<file path="src/design/esud_pkg.sv">
// ----------------------------------------------------------------------------
// esud_pkg
// Shared constants, state encoding and calendar helpers for the epoch to
// UTC date converter.
// ----------------------------------------------------------------------------
package esud_pkg;

	// Default width of the seconds input and of the shared subtractor
	localparam int unsigned SECONDS_WIDTH_DEF = 32;

	// Time-of-day constants
	localparam int unsigned SECS_PER_DAY   = 86400;
	localparam int unsigned SECS_PER_HOUR  = 3600;
	localparam int unsigned SECS_PER_MIN   = 60;
	localparam int unsigned DAY_BITS       = 5;   // quotient bits of month seconds / 86400
	localparam int unsigned HOUR_BITS      = 5;   // quotient bits of day seconds / 3600
	localparam int unsigned MIN_BITS       = 6;   // quotient bits of hour seconds / 60

	// Calendar constants
	localparam int unsigned FIRST_YEAR        = 1970;
	localparam int unsigned FIRST_YEAR_MOD100 = 70;  // 1970 mod 100
	localparam int unsigned FIRST_CENT_MOD4   = 3;   // (1970 / 100) mod 4
	localparam int unsigned SECS_PER_COMMON_YEAR = 31536000;
	localparam int unsigned SECS_PER_LEAP_YEAR   = 31622400;
	localparam int unsigned YEAR_OUT_W        = 12;
	localparam logic [6:0]  LAST_YEAR_MOD100  = 7'd99;

	// Month lengths in seconds
	localparam logic [21:0] SECS_FEB_COMMON = 22'd2419200;
	localparam logic [21:0] SECS_FEB_LEAP   = 22'd2505600;
	localparam logic [21:0] SECS_MONTH_30   = 22'd2592000;
	localparam logic [21:0] SECS_MONTH_31   = 22'd2678400;

	// Month codes
	localparam logic [3:0] MON_JAN = 4'd0;
	localparam logic [3:0] MON_FEB = 4'd1;
	localparam logic [3:0] MON_APR = 4'd3;
	localparam logic [3:0] MON_JUN = 4'd5;
	localparam logic [3:0] MON_SEP = 4'd8;
	localparam logic [3:0] MON_NOV = 4'd10;
	localparam logic [3:0] MON_DEC = 4'd11;

	// Sequencer states
	typedef enum logic [2:0] {
		ST_IDLE,
		ST_YEAR,
		ST_MONTH,
		ST_DAY,
		ST_HOUR,
		ST_MIN,
		ST_DONE
	} esud_state_t;

	// Seconds in a month, with February depending on the leap flag
	function automatic logic [21:0] month_secs(input logic [3:0] mon, input logic leap);
		logic [21:0] len;
		unique case (mon)
			MON_FEB: len = leap ? SECS_FEB_LEAP : SECS_FEB_COMMON;
			MON_APR, MON_JUN, MON_SEP, MON_NOV: len = SECS_MONTH_30;
			default: len = SECS_MONTH_31;
		endcase
		return len;
	endfunction

endpackage

</file>
<file path="src/design/esud_sub_unit.sv">
// ----------------------------------------------------------------------------
// esud_sub_unit
// Shared subtract-and-compare unit: gives a - b and whether a >= b.
// ----------------------------------------------------------------------------
module esud_sub_unit import esud_pkg::*; #(
	parameter int unsigned WIDTH = SECONDS_WIDTH_DEF
) (
	input  logic [WIDTH-1:0] a,
	input  logic [WIDTH-1:0] b,
	output logic [WIDTH-1:0] diff,
	output logic             ge
);

	logic [WIDTH:0] full;

	// Subtract with one guard bit; no borrow means a >= b
	assign full = {1'b0, a} - {1'b0, b};
	assign diff = full[WIDTH-1:0];
	assign ge   = ~full[WIDTH];

endmodule

</file>
<file path="src/design/esud_seq.sv">
// ----------------------------------------------------------------------------
// esud_seq
// Sequencer and working registers: strip whole years and months off the
// seconds count, then find day, hour and minute digits by compare and
// subtract, all through the shared subtractor.
// ----------------------------------------------------------------------------
module esud_seq import esud_pkg::*; #(
	parameter int unsigned SECONDS_WIDTH = SECONDS_WIDTH_DEF
) (
	input  logic                     clk,
	input  logic                     arst_n,
	input  logic                     in_valid,
	output logic                     in_ready,
	input  logic [SECONDS_WIDTH-1:0] epoch_seconds,
	output logic                     out_valid,
	input  logic                     out_ready,
	output logic [SECONDS_WIDTH-1:0] sub_a,
	output logic [SECONDS_WIDTH-1:0] sub_b,
	input  logic [SECONDS_WIDTH-1:0] sub_diff,
	input  logic                     sub_ge,
	output logic [11:0]              year_full,
	output logic [3:0]               month_index,
	output logic [4:0]               month_day,
	output logic [4:0]               hour_of_day,
	output logic [5:0]               minute_of_hour,
	output logic [5:0]               second_of_minute
);

	localparam int unsigned CNT_W  = $clog2(MIN_BITS);
	localparam int unsigned YEAR_W = $clog2(FIRST_YEAR
		+ ((64'd1 << SECONDS_WIDTH) / 64'(SECS_PER_COMMON_YEAR)) + 2);

	esud_state_t state_q, state_d;

	logic [SECONDS_WIDTH-1:0] t_q;       // seconds left to strip
	logic [CNT_W-1:0]         cnt_q;     // step counter for digit loops
	logic [DAY_BITS-1:0]      day_q;
	logic [HOUR_BITS-1:0]     hour_q;
	logic [MIN_BITS-1:0]      min_q;
	logic [YEAR_W-1:0]        year_q;
	logic [6:0]               ymod100_q; // year mod 100
	logic [1:0]               cent4_q;   // century mod 4
	logic [3:0]               mon_q;
	logic                     leap;
	logic                     cnt_zero;

	// Gregorian leap rule from the tracked residues
	assign leap = (year_q[1:0] == 2'b00) && ((ymod100_q != '0) || (cent4_q == '0));
	assign cnt_zero = (cnt_q == '0);

	// State register
	always_ff @(posedge clk or negedge arst_n) begin
		if (!arst_n) begin
			state_q <= ST_IDLE;
		end else begin
			state_q <= state_d;
		end
	end

	// Next state
	always_comb begin
		state_d = state_q;
		unique case (state_q)
			ST_IDLE:  if (in_valid) state_d = ST_YEAR;
			ST_YEAR:  if (!sub_ge) state_d = ST_MONTH;
			ST_MONTH: if (!sub_ge || (mon_q == MON_DEC)) state_d = ST_DAY;
			ST_DAY:   if (cnt_zero) state_d = ST_HOUR;
			ST_HOUR:  if (cnt_zero) state_d = ST_MIN;
			ST_MIN:   if (cnt_zero) state_d = ST_DONE;
			ST_DONE:  if (out_ready) state_d = ST_IDLE;
			default:  state_d = ST_IDLE;
		endcase
	end

	// Handshake and subtractor operand select
	always_comb begin
		in_ready  = 1'b0;
		out_valid = 1'b0;
		sub_a     = t_q;
		sub_b     = '0;
		unique case (state_q)
			ST_IDLE: begin
				in_ready = 1'b1;
			end
			ST_YEAR: begin
				sub_b = leap ? SECONDS_WIDTH'(SECS_PER_LEAP_YEAR)
					: SECONDS_WIDTH'(SECS_PER_COMMON_YEAR);
			end
			ST_MONTH: begin
				sub_b = SECONDS_WIDTH'(month_secs(mon_q, leap));
			end
			ST_DAY: begin
				sub_b = SECONDS_WIDTH'(SECS_PER_DAY) << cnt_q;
			end
			ST_HOUR: begin
				sub_b = SECONDS_WIDTH'(SECS_PER_HOUR) << cnt_q;
			end
			ST_MIN: begin
				sub_b = SECONDS_WIDTH'(SECS_PER_MIN) << cnt_q;
			end
			ST_DONE: begin
				out_valid = 1'b1;
			end
			default: begin
				in_ready = 1'b0;
			end
		endcase
	end

	// Working registers
	always_ff @(posedge clk) begin
		unique case (state_q)
			ST_IDLE: begin
				if (in_valid) begin
					t_q       <= epoch_seconds;
					cnt_q     <= CNT_W'(DAY_BITS - 1);
					day_q     <= '0;
					hour_q    <= '0;
					min_q     <= '0;
					year_q    <= YEAR_W'(FIRST_YEAR);
					ymod100_q <= 7'(FIRST_YEAR_MOD100);
					cent4_q   <= 2'(FIRST_CENT_MOD4);
					mon_q     <= MON_JAN;
				end
			end
			ST_YEAR: begin
				// Strip one whole year and advance the residues
				if (sub_ge) begin
					t_q    <= sub_diff;
					year_q <= year_q + 1'b1;
					if (ymod100_q == LAST_YEAR_MOD100) begin
						ymod100_q <= '0;
						cent4_q   <= cent4_q + 1'b1;
					end else begin
						ymod100_q <= ymod100_q + 1'b1;
					end
				end
			end
			ST_MONTH: begin
				if (sub_ge && (mon_q != MON_DEC)) begin
					t_q   <= sub_diff;
					mon_q <= mon_q + 1'b1;
				end
			end
			ST_DAY: begin
				if (sub_ge) t_q <= sub_diff;
				day_q <= {day_q[DAY_BITS-2:0], sub_ge};
				cnt_q <= cnt_zero ? CNT_W'(HOUR_BITS - 1) : cnt_q - 1'b1;
			end
			ST_HOUR: begin
				if (sub_ge) t_q <= sub_diff;
				hour_q <= {hour_q[HOUR_BITS-2:0], sub_ge};
				cnt_q  <= cnt_zero ? CNT_W'(MIN_BITS - 1) : cnt_q - 1'b1;
			end
			ST_MIN: begin
				if (sub_ge) t_q <= sub_diff;
				min_q <= {min_q[MIN_BITS-2:0], sub_ge};
				if (!cnt_zero) cnt_q <= cnt_q - 1'b1;
			end
			ST_DONE: begin
				// hold result
			end
			default: begin
				// hold
			end
		endcase
	end

	// Result fields straight from the working registers
	assign year_full        = year_q[YEAR_OUT_W-1:0];
	assign month_index      = mon_q;
	assign month_day        = 5'(day_q + 5'd1);
	assign hour_of_day      = hour_q;
	assign minute_of_hour   = min_q;
	assign second_of_minute = t_q[5:0];

endmodule

</file>
<file path="src/design/epoch_seconds_to_utc_date_unit.sv">
// Timing: from input transfer to out_valid the sequencer strips whole years,
//   then whole months, then finds the day, hour and minute digits.
// Throughput: one item at a time; the next item is taken in the cycle after the
//   result transfer. Year and month stripping through the single shared
//   subtractor sets how long an item takes.
// Reset: arst_n clears the sequencer to idle; no result is pending after reset.
// ----------------------------------------------------------------------------
// epoch_seconds_to_utc_date_unit
// Converts seconds since 1970-01-01 00:00:00 UTC to UTC year, month, day,
// hour, minute and second with one iterated subtract-and-compare unit.
// ----------------------------------------------------------------------------
module epoch_seconds_to_utc_date_unit import esud_pkg::*; #(
	parameter int unsigned SECONDS_WIDTH = SECONDS_WIDTH_DEF
) (
	input  logic                     clk,
	input  logic                     arst_n,
	input  logic                     in_valid,
	output logic                     in_ready,
	input  logic [SECONDS_WIDTH-1:0] epoch_seconds,
	output logic                     out_valid,
	input  logic                     out_ready,
	output logic [11:0]              year_full,
	output logic [3:0]               month_index,
	output logic [4:0]               month_day,
	output logic [4:0]               hour_of_day,
	output logic [5:0]               minute_of_hour,
	output logic [5:0]               second_of_minute
);

	logic [SECONDS_WIDTH-1:0] sub_a;
	logic [SECONDS_WIDTH-1:0] sub_b;
	logic [SECONDS_WIDTH-1:0] sub_diff;
	logic                     sub_ge;

	// Shared subtract-and-compare unit
	esud_sub_unit #(
		.WIDTH (SECONDS_WIDTH)
	) u_sub (
		.a    (sub_a),
		.b    (sub_b),
		.diff (sub_diff),
		.ge   (sub_ge)
	);

	// Sequencer and working registers
	esud_seq #(
		.SECONDS_WIDTH (SECONDS_WIDTH)
	) u_seq (
		.clk              (clk),
		.arst_n           (arst_n),
		.in_valid         (in_valid),
		.in_ready         (in_ready),
		.epoch_seconds    (epoch_seconds),
		.out_valid        (out_valid),
		.out_ready        (out_ready),
		.sub_a            (sub_a),
		.sub_b            (sub_b),
		.sub_diff         (sub_diff),
		.sub_ge           (sub_ge),
		.year_full        (year_full),
		.month_index      (month_index),
		.month_day        (month_day),
		.hour_of_day      (hour_of_day),
		.minute_of_hour   (minute_of_hour),
		.second_of_minute (second_of_minute)
	);

endmodule

</file>
<file path="config.mk">
export PLATFORM = sky130hd
export DESIGN_NAME = epoch_seconds_to_utc_date_unit
export DESIGN_NICKNAME = d
export VERILOG_FILES = /design/src/design/esud_pkg.sv /design/src/design/esud_sub_unit.sv /design/src/design/esud_seq.sv /design/src/design/epoch_seconds_to_utc_date_unit.sv
export SDC_FILE = /design/constraint.sdc
export NUM_CORES = 1
export LEC_CHECK = 0
export BUFFER_PORTS_ARGS = -buffer_cell sky130_fd_sc_hd__buf_2
export CORE_UTILIZATION = 63
export DETAILED_ROUTE_END_ITERATION = 7
export GPL_TIMING_DRIVEN = 0
export PLACE_DENSITY = 0.92
export SYNTH_ARGS = -nofsm -noshare
export SYNTH_HDL_FRONTEND = slang
export SYNTH_SLANG_ARGS = --single-unit
</file>
<file path="constraint.sdc">
create_clock -name clk -period 11.4 [get_ports clk]
set_input_delay 1.71 -clock clk [delete_from_list [all_inputs] [get_ports clk]]
set_output_delay 1.71 -clock clk [all_outputs]
set_load 0.005 [all_outputs]
</file>
==> results of run 1 <==
layer usage:
layer | global-route usage | vias to the layer above | routed length (um) | part of all wire
met4 | 0.1459 | 0 | 585 | 0.039
met2 | 0.5255 | 254 | 7032 | 0.47
met1 | 0.4057 | 2441 | 6145 | 0.41
li1 | - | 2494 | - | -
met5 | 0 | - | 0 | 0
met3 | 0.06475 | 61 | 1169 | 0.078
stage by stage:
stage,setup WS (ns),hold slack (ns)
after floorplan,4.648,0.5218
after global placement,2.599,0.5383
after detailed placement,5.930,0.5441
after CTS,5.882,0.5641
after global routing,5.541,0.6065
final,5.759,0.5689
final timing paths:
path	slack, ns	end	startpoint	depth (start not counted)
worst max-delay path	5.76	u_seq.sub_a[23]	u_seq.state_q[1]	16
worst max register to register	5.76	u_seq.sub_a[23]	u_seq.state_q[1]	16
max in group asynchronous	10.17	u_seq.state_q[0]	arst_n	1
worst min-delay path	0.57	u_seq.cent4_q[0]	u_seq.cent4_q[0]	1
worst min register to register	0.57	u_seq.cent4_q[0]	u_seq.cent4_q[0]	1
min in group asynchronous	1.13	u_seq.state_q[2]	arst_n	1
worst max-delay path, cell delays in order (launching register included):
cell and delay [ns]:
dfrtp_1 0.37, clkbuf_1 0.19, nor3_1 0.64, inv_1 0.17, clkbuf_1 0.38, o21ai_0 0.45
a221oi_1 0.12, ha_1 0.39, nand4_1 0.14, a221oi_2 0.42, a211o_2 0.28, a31oi_2 0.18
o31a_2 0.46, or3_1 0.41, o211ai_1 0.22, buf_4 0.28, buf_4 0.22
report_power, final:
| part | switching, mW | total, mW | internal [mW] |
|---|---|---|---|
| Clock | 0.115 | 0.261 | 0.146 |
| Sequential | 0.0817 | 0.613 | 0.532 |
| Combinational | 0.779 | 1.29 | 0.514 |
| Total | 0.975 | 2.17 | 1.19 |
placed cells by master (no fill, tap or decap), drive strengths merged, types with 4 or more instances in the layout:
cell type,count
o41ai,6
a211oi,12
inv,22
nand2b,15
o211ai,5
clkbuf,32
nand2,76
o21ai,50
a221oi,7
a211o,5
a31oi,6
o22ai,7
nor2,63
nor3,11
nand3,20
a21oi,35
ha,35
buf,90
or3,9
a21o,12
edfxtp,76
and2,10
a21boi,4
xor2,21
a2111oi,4
and3,21
or2,4
xnor2,18
state kept, by name, summed over array words and instances (netlist names):
signal	count
u_seq.cnt_q	3
u_seq.month_index	4
u_seq.cent4_q	2
u_seq.hour_of_day	5
u_seq.day_q	5
u_seq.sub_a	32
u_seq.state_q	3
u_seq.minute_of_hour	6
u_seq.ymod100_q	7
u_seq.year_full	12
area by class of cell:
cell class / count / area share
Tap cell: 108 / 0.02072
Timing Repair Buffer: 80 / 0.06388
Buffer: 33 / 0.02475
Clock buffer: 9 / 0.01899
Multi-Input combinational cell: 492 / 0.4792
Inverter: 22 / 0.01266
Sequential cell: 79 / 0.3614
Clock inverter: 7 / 0.01842
kinds of logic (layout without fill, tap and decap cells):
group,count (synthesis),in the layout,synth area share
buffers and inverters,55,151,0.04265
flip-flops,79,79,0.4121
AO/OA/AOI/OAI,173,173,0.2028
XOR/XNOR,39,39,0.05971
adder cells (fa/ha/maj),35,35,0.07655
AND/OR/NAND/NOR,242,242,0.2008
multiplexers,3,3,0.005468
==> flow_summary.toml, run 1 <==
[status]
outcome = "completed"

[detailed_routing]
drc = 0
drtPass1Iterations = 5
wl_mm = 14.93
drt_iter0_drc = 439
ant_nets = 0
viasPerCell = 6.325
dr_total_vias = 5250
wl_per_cell_um = 17.99

[synth]
netlist_instances = 626
yosys_warnings = 0
synthTopCellsByArea = "edfxtp_1 (40%), ha_1 (7.7%), nand2_1 (5.0%)"
synth-main-ff-cell = "edfxtp_1"
synth_area_leader_cell = "edfxtp_1"
syn_area_per_cell_um2 = 9.138
synth_commonest_cells = "edfxtp_1 (76), nand2_1 (76), nor2_1 (62), o21ai_0 (48)"
synth_edf_count = 76
synth_top_area_frac = 0.3990
yosys_register_bits = 79
synthArstFlopShare = 0.03797
yosysUniqueCellTypes = 64
syn_nets = 697
synth_area_mm2 = 0.005720
ys_seq_area_frac = 0.4121

[timing]
fin_crit_sh = 0.4948
slew_headroom = 0.3982
grt_setup_unrepaired = "false"
setup_viol = 0
max_slew.worst_pin.slew_ns = 0.8958
tns_ns = 0
final.setup_skew_ns = 0.01445
hold_violations = 0
slew_violations = 0
min_period_ns = 5.641
fmax_ghz = 0.1773

[floorplan]
rows = 34
die_y_um = 97.29
die-area_mm2 = 0.009465
start_util = 0.6528
core_area_mm2 = 0.008763
die_w_um = 97.29
io_pins = 76

[clock_tree]
postCtsSetupRepairBufs = 0
insertion_delay_ns = 0.36
cts_max_level = 3
cts_resized = 0
postCtsHoldBufs = 0
clk_pin_slew_worst_paths_ns = 0.09
cts_root_buf = "clkbuf_8"
cts_buffers = 9
numClockSinks = 79
clock_path_buffers = 2
cts_tree = "built"

[global_route]
antenna_found_initial = 0
grtUsageTotal = 0.3191
grt_pass1_vias = 5003
grt-ovfl-total = 0
grt_pass1_wl_mm = 24.04
grt_max_degree = 15

[cells_and_area]
num_antenna_cells = 0
fin_util = 0.7443
multi_input_area_mm2 = 0.003126
nets = 788
seqCellArea_mm2 = 0.002357
area_delta_synth_final_pct = 14.02
nFillCells = 632
drive_above_1_share = 0.1648
stdcell_count = 830
final_cell_area_mm2 = 0.006523

[setup_path]
path_class = "flip-flop to flip-flop"
critPathCaptureType = "flip-flop"
critPathLaunchType = "flip-flop"
cp.required_ns = 11.46
arrival_ns = 5.70
crit_fanout = 10

[power_and_ir_drop]
p_per_area_mw_per_mm2 = 332.3
leakage_nw = 2.686
total_power_mw = 2.167
ir_drop_v = 0.0002156

[placement]
post-place-cells = 814
dp_hpwl_mm = 11.24
io_buffers = 75
place_congestion = 0.9703
dpl_cell_area_mm2 = 0.006279

[flow_run]
cap_viol_max_count = 0

[worst_hold_path]
min_path_type = "flip-flop to flip-flop"
Power figures use the tool's default switching activity.
==> inputs of run 2 (changes only) <==
--- a/config.mk
+++ b/config.mk
@@ -5,11 +5,12 @@
 export SDC_FILE = /design/constraint.sdc
 export NUM_CORES = 1
 export LEC_CHECK = 0
+export ABC_AREA = 1
 export BUFFER_PORTS_ARGS = -buffer_cell sky130_fd_sc_hd__buf_2
-export CORE_UTILIZATION = 63
+export CORE_UTILIZATION = 54
 export DETAILED_ROUTE_END_ITERATION = 7
 export GPL_TIMING_DRIVEN = 0
-export PLACE_DENSITY = 0.92
+export PLACE_DENSITY = 0.84
 export SYNTH_ARGS = -nofsm -noshare
 export SYNTH_HDL_FRONTEND = slang
 export SYNTH_SLANG_ARGS = --single-unit
==> constraint.sdc (replaced) <==
create_clock -name clk -period 4.5 [get_ports clk]
set_input_delay 0.675 -clock clk [delete_from_list [all_inputs] [get_ports clk]]
set_output_delay 0.675 -clock clk [all_outputs]
set_load 0.005 [all_outputs]
==> flow_summary.toml, run 2 <==
[cells_and_area]
num_antenna_cells = 0
area_delta_synth_final_pct = 14.29
nFillCells = 1023
layout_commonest_cell = "nand2_1"
nets = 996
drive_above_1_share = 0.1800
largest_reg_flops = 32
fin_util = 0.6469
final_cell_mix = "nand2_1 (220), nor2_1 (106), inv_1 (106)"

[detailed_routing]
dr_total_vias = 5861
wl_met2_mm = 7.202
drt_iter0_drc = 402
viasPerCell = 5.488
top_layer_used = "met4"
wl_met1_mm = 6.582
wl_per_cell_um = 14.26
drtPass1Iterations = 5
met3_length_mm = 1.041
ant_nets = 0
wl_mm = 15.23
drc = 0

[synth]
yosys_warnings = 0
synthTopCellsByArea = "edfxtp_1 (36%), nand2_1 (13%), ha_1 (7.0%)"
synth_commonest_cells = "nand2_1 (221), nor2_1 (107), inv_1 (106), edfxtp_1 (76), nand3_1 (47)"
synth_most_common_cell = "nand2_1"
synth_area_mm2 = 0.006271
syn_area_per_cell_um2 = 7.483
synthArstFlopShare = 0.03797
ys_seq_area_frac = 0.3759
synth_edf_count = 76
syn_nets = 909
synth_top_area_frac = 0.3639
synth_area_leader_cell = "edfxtp_1"
synth-main-ff-cell = "edfxtp_1"
yosysUniqueCellTypes = 50
netlist_instances = 838
yosys_register_bits = 79

[placement]
place_congestion = 0.9675
dp_hpwl_mm = 11.52
io_buffers = 75

[clock_tree]
cts_resized = 0
postCtsSetupRepairBufs = 0
cts_root_buf = "clkbuf_16"
cts_tree = "built"
cts_max_level = 3
cts_buffers = 9
numClockSinks = 79
clk_pin_slew_worst_paths_ns = 0.06
insertion_delay_ns = 0.35
postCtsHoldBufs = 0
clock_path_buffers = 2

[global_route]
grt_pass1_vias = 5312
grt_max_degree = 31
grt_pass1_wl_mm = 24.57
grt-ovfl-total = 0
antenna_found_initial = 0
grtUsageTotal = 0.2690

[timing]
max_slew.worst_pin.slew_ns = 0.5753
slew_violations = 0
final.setup_skew_ns = 0.004934
grt_setup_unrepaired = "false"
hold_violations = 0
fin_crit_sh = 0.9008
slew_headroom = 0.6139
setup_viol = 0
fmax_ghz = 0.2467
tns_ns = 0
min_period_ns = 4.053
fin_hold_ws_ns = 0.1153

[floorplan]
core_area_mm2 = 0.01108
io_pins = 76
die_y_um = 109.8
rows = 38
die_w_um = 109.8
die-area_mm2 = 0.01205
start_util = 0.5661

[setup_path]
path_class = "flip-flop to flip-flop"
critPathCaptureType = "flip-flop"
critPathLaunchType = "flip-flop"
startpoint = "u_seq.month_index[0]"
arrival_ns = 4.04
cp.required_ns = 4.49
crit_fanout = 15
rr_startpoint = "u_seq.month_index[0]"

[worst_hold_path]
min_path_type = "primary input to asynchronous set/reset pin"

[status]
outcome = "completed"

[flow_run]
cap_viol_max_count = 0
run 2: stage by stage:
step | instances | instance area (um2) | worst slack (ns)
floorplan | 838 | 6271 | 0.2738
global placement | 1053 | 6822 | -0.8537
detailed placement | 1053 | 6829 | 0.3371
CTS | 1067 | 7153 | 0.3135
global route | 1068 | 7167 | 0.08908
finish | 1068 | 7167 | 0.4465
run 2: worst max-delay path: stages (launching register included):
cell and delay, ns:
edfxtp_1 0.45, inv_1 0.09, ha_1 0.20, nor2_1 0.11, nor2_1 0.06, nor3_2 0.24, inv_1 0.12, o211ai_2 0.21
o31ai_1 0.11, inv_1 0.10, nor2_1 0.06, ha_1 0.37, nand2_2 0.09, nor2_1 0.10, nand2_1 0.07, nand2_2 0.09
nand2_1 0.07, nand2_2 0.12, nand2_2 0.08, nand2_4 0.15, nand2_1 0.07, nand2_1 0.05, nand2_1 0.19, nor2_4 0.47
run 2: logic make-up (layout without fill, tap and decap cells):
group,Yosys count,count (layout),share of synthesized area
AND/OR/NAND/NOR,443,444,0.3184
XOR/XNOR,20,20,0.02793
adder cells (fa/ha/maj),35,35,0.06983
flip-flops,79,79,0.3759
AO/OA/AOI/OAI,119,119,0.1123
buffers and inverters,142,231,0.09557
run 2: path summary, 6_finish.rpt:
check / endpoint / cells past startpoint / slack, ns
max: u_seq.sub_a[28] / 23 / 0.45
min: u_seq.state_q[1] / 1 / 0.12
max reg2reg: u_seq.sub_a[28] / 23 / 0.45
min reg2reg: u_seq.hour_of_day[3] / 2 / 0.58
max in group asynchronous: u_seq.state_q[2] / 1 / 4.28
min in group clk: u_seq.hour_of_day[3] / 2 / 0.58
run 2: final cells by class:
| type | count | area [um2] | share of cell area |
|---|---|---|---|
| repair buffers | 75 | 375.4 | 0.05237 |
| multi-input cells | 618 | 3336 | 0.4654 |
| well taps | 140 | 175.2 | 0.02444 |
| plain buffers | 19 | 132.6 | 0.01851 |
| inverters | 123 | 466.7 | 0.06512 |
| flip-flops and latches | 79 | 2357 | 0.3289 |
| clock inverters | 5 | 98.84 | 0.01379 |
| clock buffers | 9 | 225.2 | 0.03142 |
run 2: per-layer routing:
layer | vias up | global-route usage
met5 | - | 0
met3 | 38 | 0.03675
li1 | 2933 | -
met2 | 204 | 0.4461
met4 | 0 | 0.1162
met1 | 2686 | 0.3510
Power of run 2 is left out: the tool's default activity adds up to more than one toggle a clock period on the data nets, which glitch-free logic cannot reach.
==> inputs of run 3 (changes only) <==
--- a/config.mk
+++ b/config.mk
@@ -9,7 +9,6 @@
 export BUFFER_PORTS_ARGS = -buffer_cell sky130_fd_sc_hd__buf_2
 export CORE_UTILIZATION = 54
 export DETAILED_ROUTE_END_ITERATION = 7
-export GPL_TIMING_DRIVEN = 0
 export PLACE_DENSITY = 0.84
 export SYNTH_ARGS = -nofsm -noshare
 export SYNTH_HDL_FRONTEND = slang
==> flow_summary.toml, run 3 (synthesis gave the netlist of run 2 again) <==
[status]
outcome = "completed"

[detailed_routing]
viasPerCell = 5.434
wl_mm = 14.54
dr_total_vias = 5722
ant_nets = 0
drtPass1Iterations = 5
drc = 0
wl_per_cell_um = 13.80
drt_iter0_drc = 364

[cells_and_area]
drive_above_1_share = 0.1665
num_antenna_cells = 0
nFillCells = 979
final_cell_mix = "nand2_1 (221), nor2_1 (106), inv_1 (106)"
layout_commonest_cell = "nand2_1"
nets = 979
area_delta_synth_final_pct = 12.21
largest_reg_flops = 32

[setup_path]
critPathLaunchType = "flip-flop"
critPathCaptureType = "flip-flop"
path_common_cell = "nand2_1"
crit_chain = "nand2_1 -> nor2_1 -> a22oi_1 -> o22ai_1 -> nor3_1 -> ha_1 -> nand2_1 -> inv_1 -> nand2_1 -> nor2_1 -> nand2_1 -> nand2_2 -> nand2_2 -> nand2_4 -> nand2_1 -> nand2_1 -> nand2_1 -> nor2_2 -> buf_4"
slowest_delay_ns = 0.67
slowest_stage = "dfrtp_1"
arrival_ns = 3.93
crit_fanout = 30
cp.required_ns = 4.50
path_class = "flip-flop to flip-flop"

[clock_tree]
cts_max_level = 3
cts_buffers = 9
cts_tree = "built"
insertion_delay_ns = 0.35
postCtsHoldBufs = 0
clock_path_buffers = 2
postCtsSetupRepairBufs = 0
clk_pin_slew_worst_paths_ns = 0.06
numClockSinks = 79
cts_resized = 0
cts_root_buf = "clkbuf_16"

[floorplan]
core_area_mm2 = 0.01108
start_util = 0.5661
die-area_mm2 = 0.01205
rows = 38
die_y_um = 109.8
die_w_um = 109.8
io_pins = 76

[worst_hold_path]
min_path_type = "primary input to asynchronous set/reset pin"

[placement]
io_buffers = 75
place_congestion = 0.9414
dp_hpwl_mm = 11.32

[timing]
grt_setup_unrepaired = "false"
final.setup_skew_ns = 0.009783
fin_crit_sh = 0.8734
setup_viol = 0
max_slew.worst_pin.slew_ns = 0.6876
slew_headroom = 0.5409
fmax_ghz = 0.2544
min_period_ns = 3.930
slew_violations = 0
hold_violations = 0
tns_ns = 0

[global_route]
grt_pass1_vias = 5307
grt_max_degree = 46
grt-ovfl-total = 0
antenna_found_initial = 0
grtUsageTotal = 0.2603
grt_pass1_wl_mm = 23.97

[flow_run]
cap_viol_max_count = 0
[run 3: through the flow]
step	setup WS [ns]	utilization	instance area [um2]	hold slack, ns	std cells
after floorplan	0.2738	-	6271	0.3794	838
final	0.5696	0.6352	7037	0.1236	1053
after detailed placement	0.6133	0.6061	6714	0.4776	1037
after CTS	0.5821	0.6352	7037	0.1207	1053
after global routing	0.1926	0.6352	7037	0.1264	1053
after global placement	0.6805	0.6061	6714	0.4775	1037
[run 3: critical path, delay by kind of cell, from the launching register on]
kind,cells,cell delay (ns)
compound gates,2,0.32
simple gates,14,1.73
buf+inv,2,0.45
fa+ha+maj,1,0.39
flops,1,0.67
[run 3: final timing paths]
| path | startpoint | endpoint | slack, ns | depth (start not counted) |
|---|---|---|---|---|
| setup / recovery | u_seq.state_q[0] | u_seq.sub_a[2] | 0.57 | 19 |
| setup reg to reg | u_seq.state_q[0] | u_seq.sub_a[2] | 0.57 | 19 |
| min in group clk | u_seq.minute_of_hour[1] | u_seq.minute_of_hour[2] | 0.58 | 2 |
| hold / removal | arst_n | u_seq.state_q[2] | 0.12 | 1 |
| max in group asynchronous | arst_n | u_seq.state_q[0] | 4.27 | 1 |
| hold reg to reg | u_seq.minute_of_hour[1] | u_seq.minute_of_hour[2] | 0.58 | 2 |
[run 3: layout make-up]
| type | count | area [um2] | share of cell area |
|---|---|---|---|
| multi-input combinational | 617 | 3317 | 0.4714 |
| sequential | 79 | 2357 | 0.3350 |
| inverter | 123 | 466.7 | 0.06632 |
| timing repair buffer | 78 | 397.9 | 0.05654 |
| clock buffer | 10 | 229.0 | 0.03254 |
| tap | 140 | 175.2 | 0.02489 |
| clock inverter | 6 | 93.84 | 0.01334 |
[run 3: layer usage]
layer | track usage | vias to the layer above | wire length, um
met1 | 0.3385 | 2577 | 6425
met3 | 0.04209 | 44 | 911
li1 | - | 2887 | -
met5 | 0 | - | 0
met2 | 0.4263 | 214 | 6738
met4 | 0.1162 | 0 | 459
Power of run 3 is left out for the same reason.
